--- src/hw/rtl/crom_pkg.sv ---
// ----------------------------------------------------------------------------
// crom_pkg
// Shared types, constants and helper functions of the ROM header checksum.
// ----------------------------------------------------------------------------
package crom_pkg;

   // key table geometry
   localparam int unsigned KEY_WORDS = 64;
   localparam int unsigned KEY_AW    = $clog2(KEY_WORDS);
   localparam int unsigned WORD_W    = 32;

   typedef logic [KEY_AW-1:0] count_type;
   typedef logic [WORD_W-1:0] word_type;

   // item operation codes
   localparam logic OP_LOAD = 1'b0;
   localparam logic OP_DATA = 1'b1;

   // boot variants
   typedef enum logic [1:0] {
      VAR_6102 = 2'd0,
      VAR_6103 = 2'd1,
      VAR_6105 = 2'd2,
      VAR_6106 = 2'd3
   } variant_type;

   // accumulator seeds
   localparam word_type SEED_6102 = 32'hF8CA4DDC;
   localparam word_type SEED_6103 = 32'hA3886759;
   localparam word_type SEED_6105 = 32'hDF26F436;
   localparam word_type SEED_6106 = 32'h1FEA617A;

   // input item
   typedef struct packed {
      logic      op;
      word_type  word;
      count_type key_index;
      logic      last;
   } req_type;

   // result item
   typedef struct packed {
      word_type sum_first;
      word_type sum_second;
   } rsp_type;

   // the six accumulators
   typedef struct packed {
      word_type mix;
      word_type cmp;
      word_type xr;
      word_type carry;
      word_type rot;
      word_type sum;
   } acc_type;

   // seed word of a variant
   function automatic word_type seed_of(variant_type v);
      word_type s;
      unique case (v)
         VAR_6102: s = SEED_6102;
         VAR_6103: s = SEED_6103;
         VAR_6105: s = SEED_6105;
         VAR_6106: s = SEED_6106;
         default:  s = SEED_6102;
      endcase
      return s;
   endfunction

   // all six accumulators at one seed
   function automatic acc_type seeded(word_type s);
      acc_type a;
      a.mix   = s;
      a.cmp   = s;
      a.xr    = s;
      a.carry = s;
      a.rot   = s;
      a.sum   = s;
      return a;
   endfunction

   // rotate left by 0..31
   function automatic word_type rotl(word_type w, logic [4:0] n);
      logic [2*WORD_W-1:0] t;
      t = {w, w} << n;
      return t[2*WORD_W-1:WORD_W];
   endfunction

endpackage

--- src/hw/rtl/crom_key_ram.sv ---
// ----------------------------------------------------------------------------
// crom_key_ram
// Key table: one write port, one registered read port with write bypass.
// ----------------------------------------------------------------------------
module crom_key_ram (
   input  logic                clock,
   input  logic                wr_en,
   input  crom_pkg::count_type wr_addr,
   input  crom_pkg::word_type  wr_data,
   input  crom_pkg::count_type rd_addr,
   output crom_pkg::word_type  rd_data
);

   crom_pkg::word_type mem [crom_pkg::KEY_WORDS];
   crom_pkg::word_type rd_data_ff;

   // write port
   always_ff @(posedge clock) begin
      if (wr_en) begin
         mem[wr_addr] <= wr_data;
      end
   end

   // read port, a same-edge write to the read address is passed through
   always_ff @(posedge clock) begin
      if (wr_en && (wr_addr == rd_addr)) begin
         rd_data_ff <= wr_data;
      end else begin
         rd_data_ff <= mem[rd_addr];
      end
   end

   assign rd_data = rd_data_ff;

endmodule

--- config.mk ---
export PLATFORM = sky130hd
export DESIGN_NAME = crom_key_ram
export DESIGN_NICKNAME = d
export VERILOG_FILES = /design/src/hw/rtl/crom_pkg.sv /design/src/hw/rtl/crom_key_ram.sv
export SDC_FILE = /design/constraint.sdc
export NUM_CORES = 2
export LEC_CHECK = 0
export BUFFER_PORTS_ARGS = -buffer_cell sky130_fd_sc_hd__clkbuf_2
export CORE_MARGIN = 4
export CORE_UTILIZATION = 40
export DETAILED_ROUTE_END_ITERATION = 6
export PLACE_DENSITY = 0.65
export SKIP_CTS_REPAIR_TIMING = 1
export SYNTH_ARGS = -nofsm -noshare
export SYNTH_HDL_FRONTEND = slang
export SYNTH_SLANG_ARGS = --single-unit
export TNS_END_PERCENT = 100
--- constraint.sdc ---
create_clock -name clock -period 6.9 [get_ports clock]
set_input_delay 0.69 -clock clock [delete_from_list [all_inputs] [get_ports clock]]
set_output_delay 0.69 -clock clock [all_outputs]
set_load 0.05 [all_outputs]
==> metrics.md <==
| Metric | Value |
|---|---|
| Status | finished clean |
| Vias per inst | 5.92 |
| Clock Power Share | 41.1% |
| Global-route wire length before repair | 280 mm |
| Row count | 161 |
| Area Overhead vs Synth | 13.7% |
| Worst-path clk slew | 0.06 ns |
| Port Buf Inserts | 77 |
| Antenna Nets Post-Route | 0 |
| Hpwl dp | 107 mm |
| Worst setup EP type | primary output |
| Fin. Hold Viols | 0 |
| Minimum clock period | 5.26 ns |
| Max FFs per register | 2048 |
| WP data required | 6.21 ns |
| Slew HR | 9.83% |
| Vias in the first global route | 37000 |
| Hold path depth | 1 |
| Starting Density | 40.4% |
| Grt total ovfl | 0 |
| Most frequent cells in the layout | 2048 x edfxtp_1, 544 x mux4_2, 202 x clkbuf_16 |
| Worst EP arrival | 4.57 ns |
| CTS sink count | 2054 |
| Residual DRC count | 0 |
| Setup TNS | 0 ns |
| Number of top-level pins | 78 |
| Initial antenna violation count | 9 |
| P_leak | 27.3 nW |
| Count of pins over their slew limit | 0 |
| Num CTS Buffers | 201 |
| Routed wire length | 197 mm |
| Flop pwr share | 53.8% |
| CTS H-tree lvls | 4 |
| Syn Area/Cell | 23.6 µm² |
| Worst hold path type | input port to flip-flop |
| Number of DRC markers in iteration 0 | 4698 |
| CORE AREA | 0.193 mm² |
| Syn_nets | 3344 |
| Combinational power share | 5.1% |
| Post-Syn Instances | 3298 |
| Tightest Pin Transition | 1.35 ns |
| CTS tree | built |
| GRT Util Overall | 19.3% |
| Vias | 36800 |
| Worst-path fanout max | 45 |
| # Max-Cap Violations | 0 |
| Mapped Area | 0.0780 mm² |
| Sw Share | 21.4% |
| Detail-routed net length per standard cell | 31.6 µm |
| Power Total | 0.0258 W |
| GPL Wtd Cong | 0.776 |
| Final setup viols | 0 |
| Die ar. | 0.202 mm² |
| CTS max path bufs | 3 |
| Unique cell type count in the Yosys netlist | 34 |
| Layout cell share with drive strength beyond 1 | 29.7% |
| Commonest non-fill, non-tap cell in the layout | edfxtp_1 |
| Height of the die | 450 µm |
| Pwr dens | 291 mW/mm² |
| Max Clk Rate | 190 MHz |
| Syn. warnings | 0 |
| Number of synthesized register bits | 2054 |
| Root buffer selected by CTS | clkbuf_16 |
| Die extent in x | 450 µm |
| RSZ-0062 raised after global routing | no |
| Startpoint types | flip-flop |
| Nets | 3573 |
| P_int | 0.0203 W |
| Post-synthesis sequential area ratio | 79.0% |
| Largest registers | mem (2048) |
| DR pass1 iterations | 5 |
| Peak supply drop | 0.205 mV |
| Largest net degree at the start of global routing | 82 |
| Hold Crit Start | rd_addr[3] |
| Final Cycle Share | 76.2% |
| Kind of critical path | flip-flop to primary output |
| Psw | 0.00551 W |
| Top reg by flops | mem |
[metrics by stage]
step	utilization, %	setup WS (ns)	hold slack [ns]	std cells	instance area [µm²]
2_1_floorplan	-	3.05	0.718	3298	78000
3_3_place_gp	42.6	2.33	0.797	5846	82300
3_5_place_dp	42.6	2.35	0.795	5846	82300
4_1_cts	45.9	1.44	-0.101	6214	88600
5_1_grt	45.9	1.36	0.00519	6218	88700
6_report	45.9	1.64	0.0335	6223	88700
[power by group through the flow]
stage               clock [W]  sequential (W)  combinational [W]
finish                 0.0106          0.0139            0.00133
global route           0.0113          0.0139            0.00140
CTS                    0.0107          0.0139            0.00134
detailed placement          0          0.0141            0.00134
global placement            0          0.0141            0.00132
floorplan                   0          0.0141           0.000784
[kinds of logic (layout without fill, tap and decap cells)]
family | after synthesis | in the layout | synth area share, %
compound gates | 202 | 202 | 1.68
mux | 637 | 637 | 16.9
simple gates | 223 | 223 | 1.27
buf+inv | 182 | 576 | 1.14
other cells | 0 | 5 | 0
flops | 2054 | 2054 | 79.0
[Yosys cell counts, drive strengths merged]
library cell	count	area share [%]
nand3	5	0.032
dfxtp	6	0.15
nand2b	8	0.064
edfxtp	2048	79
or3b	5	0.056
nand4b	1	0.011
or2	3	0.024
and3	4	0.032
o32ai	4	0.045
o221ai	27	0.30
or3	3	0.024
o22ai	84	0.67
a311oi	8	0.090
buf	108	0.78
nand3b	5	0.048
nand2	26	0.13
a22oi	12	0.12
nor2b	15	0.12
nand4	2	0.016
a21oi	62	0.40
mux4	544	16
and2	2	0.016
nor2	137	0.66
clkbuf	74	0.36
mux2i	93	1.2
a31oi	1	0.0080
a41o	4	0.051
nor3	7	0.045
[metal layers]
metal | global-route usage [%] | part of all wire [%]
met1 | 27.1 | 40
met2 | 30.9 | 49
met3 | 3.52 | 8.5
met4 | 6.33 | 3.2
met5 | 0 | 0.0066
[area by class of cell]
class                   instances  area, µm²
diodes                          5       12.5
clock buffers                 251       5240
clock inverters               117       1110
fillers                     15600     104000
multi-input cells            1062      16000
flip-flops and latches       2054      61600
well taps                    2526       3160
repair buffers                208       1570
[worst max path at each step]
stage                           from  slack, ns              endpoint
after global placement     flip-flop       2.33            rd_data[5]
after floorplan           wr_addr[3]       3.05  mem[48][0]$_DFFE_PP_
final                      flip-flop       1.64           rd_data[13]
after detailed placement   flip-flop       2.35            rd_data[5]
after CTS                  flip-flop       1.44            rd_data[5]
after global routing       flip-flop       1.36           rd_data[13]
[worst max-delay path: stages (launching register included)]
cell	delay, ns
dfxtp_4	0.82
buf_12	0.40
buf_4	0.38
buf_4	0.33
mux4_2	0.53
o22ai_1	0.19
nor2_1	0.16
a21oi_1	0.41
nor2_1	0.15
clkbuf_2	0.29
No activity file was read; power rests on OpenSTA's default activity.
