### src/hw/rtl/crom_pkg.sv
// ----------------------------------------------------------------------------
// crom_pkg
// Shared types, constants and helper functions of the ROM header checksum.
// ----------------------------------------------------------------------------
package crom_pkg;

   // key table geometry
   localparam int unsigned KEY_WORDS = 64;
   localparam int unsigned KEY_AW    = $clog2(KEY_WORDS);
   localparam int unsigned WORD_W    = 32;

   typedef logic [KEY_AW-1:0] count_type;
   typedef logic [WORD_W-1:0] word_type;

   // item operation codes
   localparam logic OP_LOAD = 1'b0;
   localparam logic OP_DATA = 1'b1;

   // boot variants
   typedef enum logic [1:0] {
      VAR_6102 = 2'd0,
      VAR_6103 = 2'd1,
      VAR_6105 = 2'd2,
      VAR_6106 = 2'd3
   } variant_type;

   // accumulator seeds
   localparam word_type SEED_6102 = 32'hF8CA4DDC;
   localparam word_type SEED_6103 = 32'hA3886759;
   localparam word_type SEED_6105 = 32'hDF26F436;
   localparam word_type SEED_6106 = 32'h1FEA617A;

   // input item
   typedef struct packed {
      logic      op;
      word_type  word;
      count_type key_index;
      logic      last;
   } req_type;

   // result item
   typedef struct packed {
      word_type sum_first;
      word_type sum_second;
   } rsp_type;

   // the six accumulators
   typedef struct packed {
      word_type mix;
      word_type cmp;
      word_type xr;
      word_type carry;
      word_type rot;
      word_type sum;
   } acc_type;

   // seed word of a variant
   function automatic word_type seed_of(variant_type v);
      word_type s;
      unique case (v)
         VAR_6102: s = SEED_6102;
         VAR_6103: s = SEED_6103;
         VAR_6105: s = SEED_6105;
         VAR_6106: s = SEED_6106;
         default:  s = SEED_6102;
      endcase
      return s;
   endfunction

   // all six accumulators at one seed
   function automatic acc_type seeded(word_type s);
      acc_type a;
      a.mix   = s;
      a.cmp   = s;
      a.xr    = s;
      a.carry = s;
      a.rot   = s;
      a.sum   = s;
      return a;
   endfunction

   // rotate left by 0..31
   function automatic word_type rotl(word_type w, logic [4:0] n);
      logic [2*WORD_W-1:0] t;
      t = {w, w} << n;
      return t[2*WORD_W-1:WORD_W];
   endfunction

endpackage

### src/hw/rtl/crom_finish.sv
// ----------------------------------------------------------------------------
// crom_finish
// Three-stage finish: snapshot, multiply or xor, add or xor into the output.
// ----------------------------------------------------------------------------
module crom_finish (
   input  logic                  clock,
   input  logic                  reset,
   input  logic                  start,
   input  crom_pkg::acc_type     snap,
   input  crom_pkg::variant_type variant,
   output logic                  ready,
   output logic                  rsp_valid,
   input  logic                  rsp_stall,
   output crom_pkg::rsp_type     rsp_item
);

   // snapshot stage
   logic                  snap_valid_ff;
   crom_pkg::acc_type     snap_ff;
   crom_pkg::variant_type snap_var_ff;

   // product stage
   logic                  prod_valid_ff;
   crom_pkg::word_type    p_first_ff, p_first_in;
   crom_pkg::word_type    p_second_ff, p_second_in;
   crom_pkg::word_type    p_xr_ff;
   crom_pkg::word_type    p_mix_ff;
   crom_pkg::variant_type p_var_ff;

   // output stage
   logic                  out_valid_ff;
   crom_pkg::rsp_type     out_ff, out_in;

   logic                  out_ready, prod_ready, snap_ready;

   assign out_ready  = !out_valid_ff || !rsp_stall;
   assign prod_ready = !prod_valid_ff || out_ready;
   assign snap_ready = !snap_valid_ff || prod_ready;
   assign ready      = snap_ready;

   // first combine: products for 6106, xor otherwise
   always_comb begin
      unique case (snap_var_ff)
         crom_pkg::VAR_6106: begin
            p_first_in  = snap_ff.sum * snap_ff.carry;
            p_second_in = snap_ff.rot * snap_ff.cmp;
         end
         default: begin
            p_first_in  = snap_ff.sum ^ snap_ff.carry;
            p_second_in = snap_ff.rot ^ snap_ff.cmp;
         end
      endcase
   end

   // second combine: add for 6103 and 6106, xor otherwise
   always_comb begin
      if ((p_var_ff == crom_pkg::VAR_6103) || (p_var_ff == crom_pkg::VAR_6106)) begin
         out_in.sum_first  = p_first_ff + p_xr_ff;
         out_in.sum_second = p_second_ff + p_mix_ff;
      end else begin
         out_in.sum_first  = p_first_ff ^ p_xr_ff;
         out_in.sum_second = p_second_ff ^ p_mix_ff;
      end
   end

   // valid bits
   always_ff @(posedge clock) begin
      if (reset) begin
         snap_valid_ff <= 1'b0;
         prod_valid_ff <= 1'b0;
         out_valid_ff  <= 1'b0;
      end else begin
         if (snap_ready) begin
            snap_valid_ff <= start;
         end
         if (prod_ready) begin
            prod_valid_ff <= snap_valid_ff;
         end
         if (out_ready) begin
            out_valid_ff <= prod_valid_ff;
         end
      end
   end

   // payload registers
   always_ff @(posedge clock) begin
      if (snap_ready && start) begin
         snap_ff     <= snap;
         snap_var_ff <= variant;
      end
      if (prod_ready && snap_valid_ff) begin
         p_first_ff  <= p_first_in;
         p_second_ff <= p_second_in;
         p_xr_ff     <= snap_ff.xr;
         p_mix_ff    <= snap_ff.mix;
         p_var_ff    <= snap_var_ff;
      end
      if (out_ready && prod_valid_ff) begin
         out_ff <= out_in;
      end
   end

   assign rsp_valid = out_valid_ff;
   assign rsp_item  = out_ff;

endmodule

### config.mk
export PLATFORM = sky130hd
export DESIGN_NAME = crom_finish
export DESIGN_NICKNAME = d
export VERILOG_FILES = /design/src/hw/rtl/crom_pkg.sv /design/src/hw/rtl/crom_finish.sv
export SDC_FILE = /design/constraint.sdc
export NUM_CORES = 2
export LEC_CHECK = 0
export BUFFER_PORTS_ARGS = -buffer_cell sky130_fd_sc_hd__buf_4
export CAP_MARGIN = 30
export CORE_UTILIZATION = 50
export DETAILED_ROUTE_END_ITERATION = 12
export PLACE_DENSITY = 0.64
export SLEW_MARGIN = 0
export SYNTH_ARGS = -nofsm -noshare
export SYNTH_HDL_FRONTEND = slang
export SYNTH_SLANG_ARGS = --single-unit
### constraint.sdc
create_clock -name clock -period 13.8 [get_ports clock]
set_input_delay 3.45 -clock clock [delete_from_list [all_inputs] [get_ports clock]]
set_output_delay 3.45 -clock clock [all_outputs]
set_load 0.005 [all_outputs]
==> impl_results.md <==
* Status: complete, no violations
* Synth area leaders: fa_1 34%, edfxtp_1 24%, ha_1 8.9%, and2_1 8.0%, inv_1 6.2%
* Max-capacitance violation count at 0
* Most common cell after layout, fill and taps aside: fa_1
* Slew Limit Fails at 0
* Largest net degree at the start of global routing at 87
* Synth top area share at 34.4%
* Critical path peak fanout at 27
* Data required, critical path at 14.13 ns
* CTS root buffer: clkbuf_16
* Worst Hold Class: register to register
* WHS Path Cells at 0
* Mapped Cells at 4525
* Final Setup Violations at 0
* Sequential fraction of the synthesis area at 24.6%
* CP Capture Type: register
* First-pass GRT wire length at 203000 µm
* RSZ-0062 raised after global routing: false
* Post-DR wirelength/cell at 22.0 µm
* Initial antenna violation count at 12
* Crit path max-delay family: adder cells
* Cts hold-fix bufs at 0
* Via count at 32233
* Critical path launch point type: register
* Sink Count at 390
* Clock Skew at 0.0603 ns
* Post-DR vias/cell at 5.40
* Final period util at 56.9%
* Hold violation count in the final report at 0
* DRT Pass-1 Iters at 7
* Minimum clock period at 7.85 ns
* Synth Flop Type: edfxtp_1
* Post-Syn Nets at 5881
* Die area at 96300 µm²
* Largest family of logic cells by synthesized area: adder cells
* Netlist cell types at 63
* Post-route ant nets at 0
* Peak Freq at 127 MHz
* # DRC at 0
* I/O pin cnt at 264
* CP Cell Sequence: and2_1 -> fa_1 -> fa_1 -> fa_1 -> inv_1 -> fa_1 -> inv_1 -> fa_1 -> inv_1 -> fa_1 -> inv_1 -> fa_1 -> fa_1 -> ha_1 -> nand4_1 -> a21o_1 -> o21ai_0 -> a21boi_0 -> o21ai_0 -> xor2_1 -> nand2_1 -> o21ai_0
* Worst skew pair latency at 0.68 ns
* CP startpoint: snap_ff[133]
* Num rows at 112
* Worst-path clk slew at 0.06 ns
* WS Path Type: register to register
* Buffer and inverter count on the worst path at 4
* Worst slew pin tran at 1.12 ns
* HPWL after detailed placement at 99100 µm
* CTS buffer count at 48
* Die height at 310 µm
* Initial Util at 50.7%
* Setup TNS at 0 ns
* Routing usage on met2 at 42.7%
* EDFF count, synth at 387
* Post-synthesis xor/xnor area fraction at 4.73%
* WP depth at 22
* Post-route cell area at 52300 µm²
* Final WL at 132000 µm
* Share of cells above drive strength 1 at 8.32%
* Initial DRC Count at 2453
* Post-synth top area cell: fa_1
* Fraction of registers with async set/reset at 0%
* Port Buffers at 263
* Synth Area in Compound Gates at 5.36%
* Worst r2r path cells at 22
* Core area at 93700 µm²
* Post-Syn Area at 47600 µm²
* RR Startpoint: snap_ff[133]
* Slowest cell delay on critical path at 1.04 ns
* Slew Limit Headroom at 25.6%
* Grt met3 use at 6.48%
* Placed Instance Area at 50700 µm²
* Simple-Gate Fraction of Synth Area at 14.1%
* Post-CTS Setup Bufs at 0
* GPL Wtd Cong at 0.927
* Fin cells at 5970
* Mean area per synthesized cell at 10.5 µm²
* Synth warn at 0
* Max Buffers Root-to-Sink at 3
* CTS H-Tree Depth at 2
* GR Util met1 at 41.0%
* Mux cell area share after synthesis at 0.0210%
* Post-synthesis adder-cell area fraction at 43.4%
* Vias in the first global route at 34096
* Global routing's busiest layer: met2
* Worst Min Path Start: snap_ff[116]
* Most frequent cells in the layout: 818 x fa_1, 787 x inv_1, 604 x and2_1
* Most used cell along the critical path: fa_1
* Post_cts resized at 0
* Tot GR Track Use at 28.3%
* Die X at 310 µm
* Placed Cells incl. Taps at 5877
* P&R area growth vs syn at 9.96%
* Gr ovfl total at 0
* Fin nets at 6030
* Slowest-stage cell, CP: edfxtp_1
* CTS tree: yes
* Worst Path Arrival at 8.18 ns
* #FFs+latches synth at 390
==> kinds of logic after synthesis <==
family	after synthesis
buffers and inverters	991
adder cells (fa/ha/maj)	1158
flip-flops	390
multiplexers	1
XOR/XNOR	257
AO/OA/AOI/OAI	401
AND/OR/NAND/NOR	1327
==> state kept, by name, summed over array words and instances, names as in the netlist <==
name	count
snap_valid_ff	1
snap_var_ff	2
prod_valid_ff	1
p_first_ff	32
snap_ff	192
p_mix_ff	32
p_second_ff	32
rsp_valid	1
p_var_ff	1
p_xr_ff	32
rsp_item	64
==> per-layer routing <==
| layer | up-vias | routed length (µm) |
|---|---|---|
| li1 | 14332 | - |
| met1 | 16415 | 57800 |
| met2 | 1255 | 58100 |
| met3 | 219 | 12100 |
| met4 | 12 | 3560 |
| met5 | - | 73 |
==> per-stage QoR <==
stage | hold WS, ns | setup slack [ns] | utilization, %
floorplan | 0.400 | 5.10 | -
global placement | 0.403 | 6.25 | 54.0
detailed placement | 0.405 | 6.11 | 54.0
CTS | 0.411 | 6.07 | 55.7
global route | 0.415 | 5.62 | 55.8
finish | 0.408 | 5.95 | 55.8
==> cell usage after synthesis, types with 8 or more instances <==
library cell / n
o21ai_0: 123
a21o_1: 50
nor3_1: 10
xnor2_1: 165
a21oi_1: 107
a211oi_1: 10
nand2_1: 572
inv_1: 787
nand4_1: 20
nor2_1: 49
o21bai_1: 12
nor2b_1: 12
clkbuf_1: 191
o21a_1: 17
a21boi_0: 9
edfxtp_1: 387
buf_1: 13
fa_1: 818
nand2b_1: 8
and2_1: 606
nand3_1: 30
xor2_1: 92
ha_1: 340
o211ai_1: 9
==> worst paths after layout <==
check / endpoint / slack [ns]
setup / recovery: p_second_ff[27] / 5.95
hold / removal: p_xr_ff[20] / 0.41
setup reg to reg: p_second_ff[27] / 5.95
hold reg to reg: p_xr_ff[20] / 0.41
==> area by class of cell <==
type | instances | area (µm²)
fillers | 8228 | 41500
multi-input cells | 3144 | 32200
flip-flops and latches | 390 | 11700
inverters | 787 | 2950
repair buffers | 303 | 2290
well taps | 1254 | 1570
clock buffers | 56 | 1230
clock inverters | 32 | 378
diodes | 4 | 10.0
Power is not shown: default switching activity piles up to over one toggle a cycle in this logic, so the estimate is an artifact.
