==> config.mk <==
export PLATFORM = sky130hd
export DESIGN_NAME = crom_acc
export DESIGN_NICKNAME = d
export VERILOG_FILES = /design/src/hw/rtl/crom_pkg.sv /design/src/hw/rtl/crom_acc.sv
export SDC_FILE = /design/constraint.sdc
export NUM_CORES = 1
export LEC_CHECK = 0
export ABC_AREA = 1
export BUFFER_PORTS_ARGS = -buffer_cell sky130_fd_sc_hd__clkbuf_2
export CAP_MARGIN = 20
export CORE_MARGIN = 4
export CORE_UTILIZATION = 32
export CTS_BUF_LIST = sky130_fd_sc_hd__clkbuf_8
export DETAILED_ROUTE_END_ITERATION = 10
export GPL_ROUTABILITY_DRIVEN = 0
export HOLD_SLACK_MARGIN = 0.12
export SLEW_MARGIN = 10
export SYNTH_ARGS = -nofsm -noshare
export SYNTH_HDL_FRONTEND = slang
export SYNTH_SLANG_ARGS = --single-unit
==> constraint.sdc <==
create_clock -name clock -period 5.1 [get_ports clock]
set_input_delay 0.255 -clock clock [delete_from_list [all_inputs] [get_ports clock]]
set_output_delay 0.255 -clock clock [all_outputs]
set_load 0.005 [all_outputs]
==> src/hw/rtl/crom_pkg.sv <==
// ----------------------------------------------------------------------------
// crom_pkg
// Shared types, constants and helper functions of the ROM header checksum.
// ----------------------------------------------------------------------------
package crom_pkg;

   // key table geometry
   localparam int unsigned KEY_WORDS = 64;
   localparam int unsigned KEY_AW    = $clog2(KEY_WORDS);
   localparam int unsigned WORD_W    = 32;

   typedef logic [KEY_AW-1:0] count_type;
   typedef logic [WORD_W-1:0] word_type;

   // item operation codes
   localparam logic OP_LOAD = 1'b0;
   localparam logic OP_DATA = 1'b1;

   // boot variants
   typedef enum logic [1:0] {
      VAR_6102 = 2'd0,
      VAR_6103 = 2'd1,
      VAR_6105 = 2'd2,
      VAR_6106 = 2'd3
   } variant_type;

   // accumulator seeds
   localparam word_type SEED_6102 = 32'hF8CA4DDC;
   localparam word_type SEED_6103 = 32'hA3886759;
   localparam word_type SEED_6105 = 32'hDF26F436;
   localparam word_type SEED_6106 = 32'h1FEA617A;

   // input item
   typedef struct packed {
      logic      op;
      word_type  word;
      count_type key_index;
      logic      last;
   } req_type;

   // result item
   typedef struct packed {
      word_type sum_first;
      word_type sum_second;
   } rsp_type;

   // the six accumulators
   typedef struct packed {
      word_type mix;
      word_type cmp;
      word_type xr;
      word_type carry;
      word_type rot;
      word_type sum;
   } acc_type;

   // seed word of a variant
   function automatic word_type seed_of(variant_type v);
      word_type s;
      unique case (v)
         VAR_6102: s = SEED_6102;
         VAR_6103: s = SEED_6103;
         VAR_6105: s = SEED_6105;
         VAR_6106: s = SEED_6106;
         default:  s = SEED_6102;
      endcase
      return s;
   endfunction

   // all six accumulators at one seed
   function automatic acc_type seeded(word_type s);
      acc_type a;
      a.mix   = s;
      a.cmp   = s;
      a.xr    = s;
      a.carry = s;
      a.rot   = s;
      a.sum   = s;
      return a;
   endfunction

   // rotate left by 0..31
   function automatic word_type rotl(word_type w, logic [4:0] n);
      logic [2*WORD_W-1:0] t;
      t = {w, w} << n;
      return t[2*WORD_W-1:WORD_W];
   endfunction

endpackage

==> src/hw/rtl/crom_acc.sv <==
// ----------------------------------------------------------------------------
// crom_acc
// Variant register, six accumulators and word counter, one data word a cycle when fire is high.
// ----------------------------------------------------------------------------
module crom_acc (
   input  logic                   clock,
   input  logic                   reset,
   input  logic                   csr_wr_en,
   input  logic [1:0]             csr_wr_data,
   input  logic                   fire,
   input  logic                   last,
   input  crom_pkg::word_type     word,
   input  crom_pkg::word_type     key_word,
   output crom_pkg::variant_type  variant,
   output crom_pkg::acc_type      acc_next,
   output crom_pkg::count_type    count_next
);

   crom_pkg::variant_type variant_ff, variant_in;
   crom_pkg::acc_type     acc_ff, acc_in, upd;
   crom_pkg::count_type   count_ff, count_in;

   logic                  carry_out;
   crom_pkg::word_type    rot_word;

   // fold one data word into the accumulators
   always_comb begin
      {carry_out, upd.sum} = {1'b0, acc_ff.sum} + {1'b0, word};
      upd.carry = acc_ff.carry + {31'd0, carry_out};
      upd.xr    = acc_ff.xr ^ word;
      rot_word  = crom_pkg::rotl(word, word[4:0]);
      upd.rot   = acc_ff.rot + rot_word;
      if (acc_ff.cmp > word) begin
         upd.cmp = acc_ff.cmp ^ rot_word;
      end else begin
         upd.cmp = acc_ff.cmp ^ upd.sum ^ word;
      end
      if (variant_ff == crom_pkg::VAR_6105) begin
         upd.mix = acc_ff.mix + (key_word ^ word);
      end else begin
         upd.mix = acc_ff.mix + (upd.rot ^ word);
      end
   end

   // next state: a register write reseeds, the last word reseeds, any other data word folds in
   always_comb begin
      variant_in = variant_ff;
      acc_in     = acc_ff;
      count_in   = count_ff;
      priority if (csr_wr_en) begin
         variant_in = crom_pkg::variant_type'(csr_wr_data);
         acc_in     = crom_pkg::seeded(crom_pkg::seed_of(variant_in));
         count_in   = '0;
      end else if (fire) begin
         if (last) begin
            acc_in   = crom_pkg::seeded(crom_pkg::seed_of(variant_ff));
            count_in = '0;
         end else begin
            acc_in   = upd;
            count_in = count_ff + 1'b1;
         end
      end
   end

   always_ff @(posedge clock) begin
      if (reset) begin
         variant_ff <= crom_pkg::VAR_6102;
         acc_ff     <= crom_pkg::seeded(crom_pkg::SEED_6102);
         count_ff   <= '0;
      end else begin
         variant_ff <= variant_in;
         acc_ff     <= acc_in;
         count_ff   <= count_in;
      end
   end

   assign variant    = variant_ff;
   assign acc_next   = upd;
   assign count_next = count_in;

   // a register write starts a fresh region
   a_csr_clears_count: assert property (@(posedge clock) disable iff (reset)
      csr_wr_en |=> (count_ff == '0))
      else $error("word count not cleared by register write");

   // the last word leaves the accumulators at the seed
   a_last_reseeds: assert property (@(posedge clock) disable iff (reset)
      (fire && last && !csr_wr_en) |=>
         (acc_ff == crom_pkg::seeded(crom_pkg::seed_of(variant_ff))))
      else $error("accumulators not reseeded after last word");

   // a word that is not last advances the count by one
   a_count_step: assert property (@(posedge clock) disable iff (reset)
      (fire && !last && !csr_wr_en) |=>
         (count_ff == crom_pkg::count_type'($past(count_ff) + 1'b1)))
      else $error("word count did not advance");

endmodule

==> flow_summary.ini <==
[yosys]
synthTopCellsByArea = dfxtp_1, nand2_1, ha_1
synth.top_cell.area_share_pct = 20.9
yosysMostFrequentCell = nand2_1
ys_warn_count = 0
synth_seq_cells = 200
synth_edf_count = 0
netlist-cell-type-count = 66
synth_top_family_by_area = simple AND/OR/NAND/NOR gates
synth_flop_cell = dfxtp_1
synthArstFlopShare_pct = 0
synth_cells = 3037
synthSimpleGateAreaFrac_pct = 29.5
syn_area_mm2 = 0.0192
ys_seq_area_share_pct = 20.9
synth_common_cells = nand2_1, a21oi_1, inv_1
synthAdderAreaFrac_pct = 10.2
yosys.area.top_type = dfxtp_1
syn_avg_cell_area_um2 = 6.32
muxShareOfSynthArea_pct = 0.678
synth_xor_area_share_pct = 10.2
syn-num-nets = 3263
synth_compound_area_share_pct = 20.5

[placed_design]
dpl-instance-area_mm2 = 0.0245
port_buffers = 270
post-place-ws_ps = -732
hpwl_um = 73400

[cts]
clk_path_buf_depth = 2
insertion_delay_ps = 630
tritoncts = built
root_buffer = clkbuf_8
clock-sinks = 200
cts_max_level = 4
path_clk_slew_ps = 130
numCtsBuffers = 17

[job]
drv_cap = 0

[setup_path]
crit_start = word[0]
ff2ff_path_depth = 24
endpoint = acc_next[190]
r2r_end = acc_ff[189]$_SDFFE_PP1P_
path_buf_inv = 6
crit_type = input pin to primary output
critPathMaxStageDelay_ps = 360
crit_cells = 36
cp-end-kind = primary output
start_kind = input pin
path_max_fanout = 7
cp_slowest_cell = ha_1
rr_startpoint = variant[0]$_SDFFE_PP0P_
required_ps = 4850
crit_top_cell = nand2_1
arrival_ps = 5150
critPathTopFamily = simple AND/OR/NAND/NOR gates
r2r_slack_ps = 830

[layout]
synthToLayoutAreaGrowth_pct = 45.7
nNetsFinal = 3956
fillers = 5875
multi_input_area_mm2 = 0.0158
final_area_mm2 = 0.0280
ff_latch_area_mm2 = 0.00401
drive_gt1_share_pct = 34.3

[sta]
rsz0062_at_grt = yes
worstMarginPinSlew_ps = 1110
finalSetupViolCount = 16
max-slew-margin-rel_pct = 25.9
period_share_pct = 106
fmax_mhz = 185
finalCriticalPeriod_ps = 5400
whs_ps = 191
drv_slew = 0
hold_violations = 0
skew_ps = 32.3
final.setup.tns_ps = -2310
finalWorstSetupSlack_ps = -301

[hold_path]
hold_path.class = input pin to flop
hold_depth = 2

[floorplanning]
start_util_pct = 32.4
core-area_mm2 = 0.0591
rows = 89
chipHeight_um = 253
boundaryPins = 271
dieWidth_um = 253
dieArea_mm2 = 0.0639

[global_routing]
grt_pass1_vias = 22300
antenna_found_initial = 5
grt-ovfl-total = 0
grt_max_degree = 96
grt_pass1_wl_um = 138000
track_usage_pct = 28.7

[pwr]
power_mw = 11.2
power_per_cell_area_mw_per_mm2 = 401
max-vdd-ir-drop_mv = 0.260
p_leak_nw = 13.7

[drt]
routedWlPerCell_um = 21.5
dr.pass1.iters = 9
drtIter0Drc = 2482
wl_um = 97100
drc = 0
via_per_inst = 5.35
num_vias = 24200
postRouteAntennaNets = 0

[status]
violations = negative setup slack
status = finished, violations left
==> final cells by class <==
cell class              count  area share [%]
well taps                 773            3.46
multi-input cells        2445            56.6
diodes                      4          0.0358
flip-flops and latches    200            14.3
repair buffers            812            20.5
clock inverters            15           0.743
clock buffers              17           0.837
inverters                 254            3.45
==> sequential cells by signal, summed over array words and instances (netlist names) <==
signal / flops
count_ff: 6
acc_ff: 192
variant: 2
==> where the power goes <==
part | switching [mW] | internal, mW | total [mW]
Combinational | 4.39 | 3.75 | 8.14
Clock | 0.807 | 0.391 | 1.20
Sequential | 0.155 | 1.71 | 1.87
Total | 5.35 | 5.85 | 11.2
==> layout by cell type, fill, tap and decap left out, types with 75 or more instances in the layout <==
master,count
inv_1,223
o21ai_0,161
buf_4,508
nand3_1,171
a21oi_1,277
xor2_1,141
dfxtp_1,199
ha_1,116
clkbuf_2,261
nand2_1,801
nand2_2,75
nor2_1,102
==> cells by family after synthesis <==
kind of cell | after synthesis
DFF | 200
buffers and inverters | 392
AOI/OAI and AO/OA | 713
xor gates and xnor gates | 221
muxes | 13
adders and majority gates | 155
and+or+nand+nor | 1343
==> per-stage QoR <==
stage	cells	utilization, %
2_1_floorplan	3037	-
3_3_place_gp	4398	41.4
3_5_place_dp	4399	41.4
4_1_cts	4477	44.8
5_1_grt	4520	47.3
6_report	4520	47.3
==> what timing repair did <==
item,CTS,global route
setup buffers,36,38
setup endpoints to repair,26,36
gates resized for setup,267,253
pin swaps,111,148
cloned,5,2
hold buffers,7,0
hold endpoints to repair,7,0
==> worst min-delay path by stage <==
| stage | start | to |
|---|---|---|
| 2_1_floorplan | acc_ff[10]$_SDFFE_PP1P_ | acc_ff[10]$_SDFFE_PP1P_ |
| 3_3_place_gp | acc_ff[23]$_SDFFE_PP1P_ | acc_ff[23]$_SDFFE_PP1P_ |
| 3_5_place_dp | acc_ff[8]$_SDFFE_PP1P_ | acc_ff[8]$_SDFFE_PP1P_ |
| 4_1_cts | csr_wr_en | variant[1]$_SDFFE_PP0P_ |
| 5_1_grt | word[5] | acc_ff[101]$_SDFFE_PP0P_ |
| 6_report | csr_wr_en | variant[1]$_SDFFE_PP0P_ |
==> layer usage <==
layer	wire (um)	share of wire [%]	track usage [%]	up-vias
li1	-	-	-	11500
met3	8790	9.0	6.59	274
met1	40500	42	37.9	11300
met4	5680	5.9	14.0	2
met5	48	0.049	0	-
met2	42100	43	44.4	1160
(Power assumes the default switching activity.)
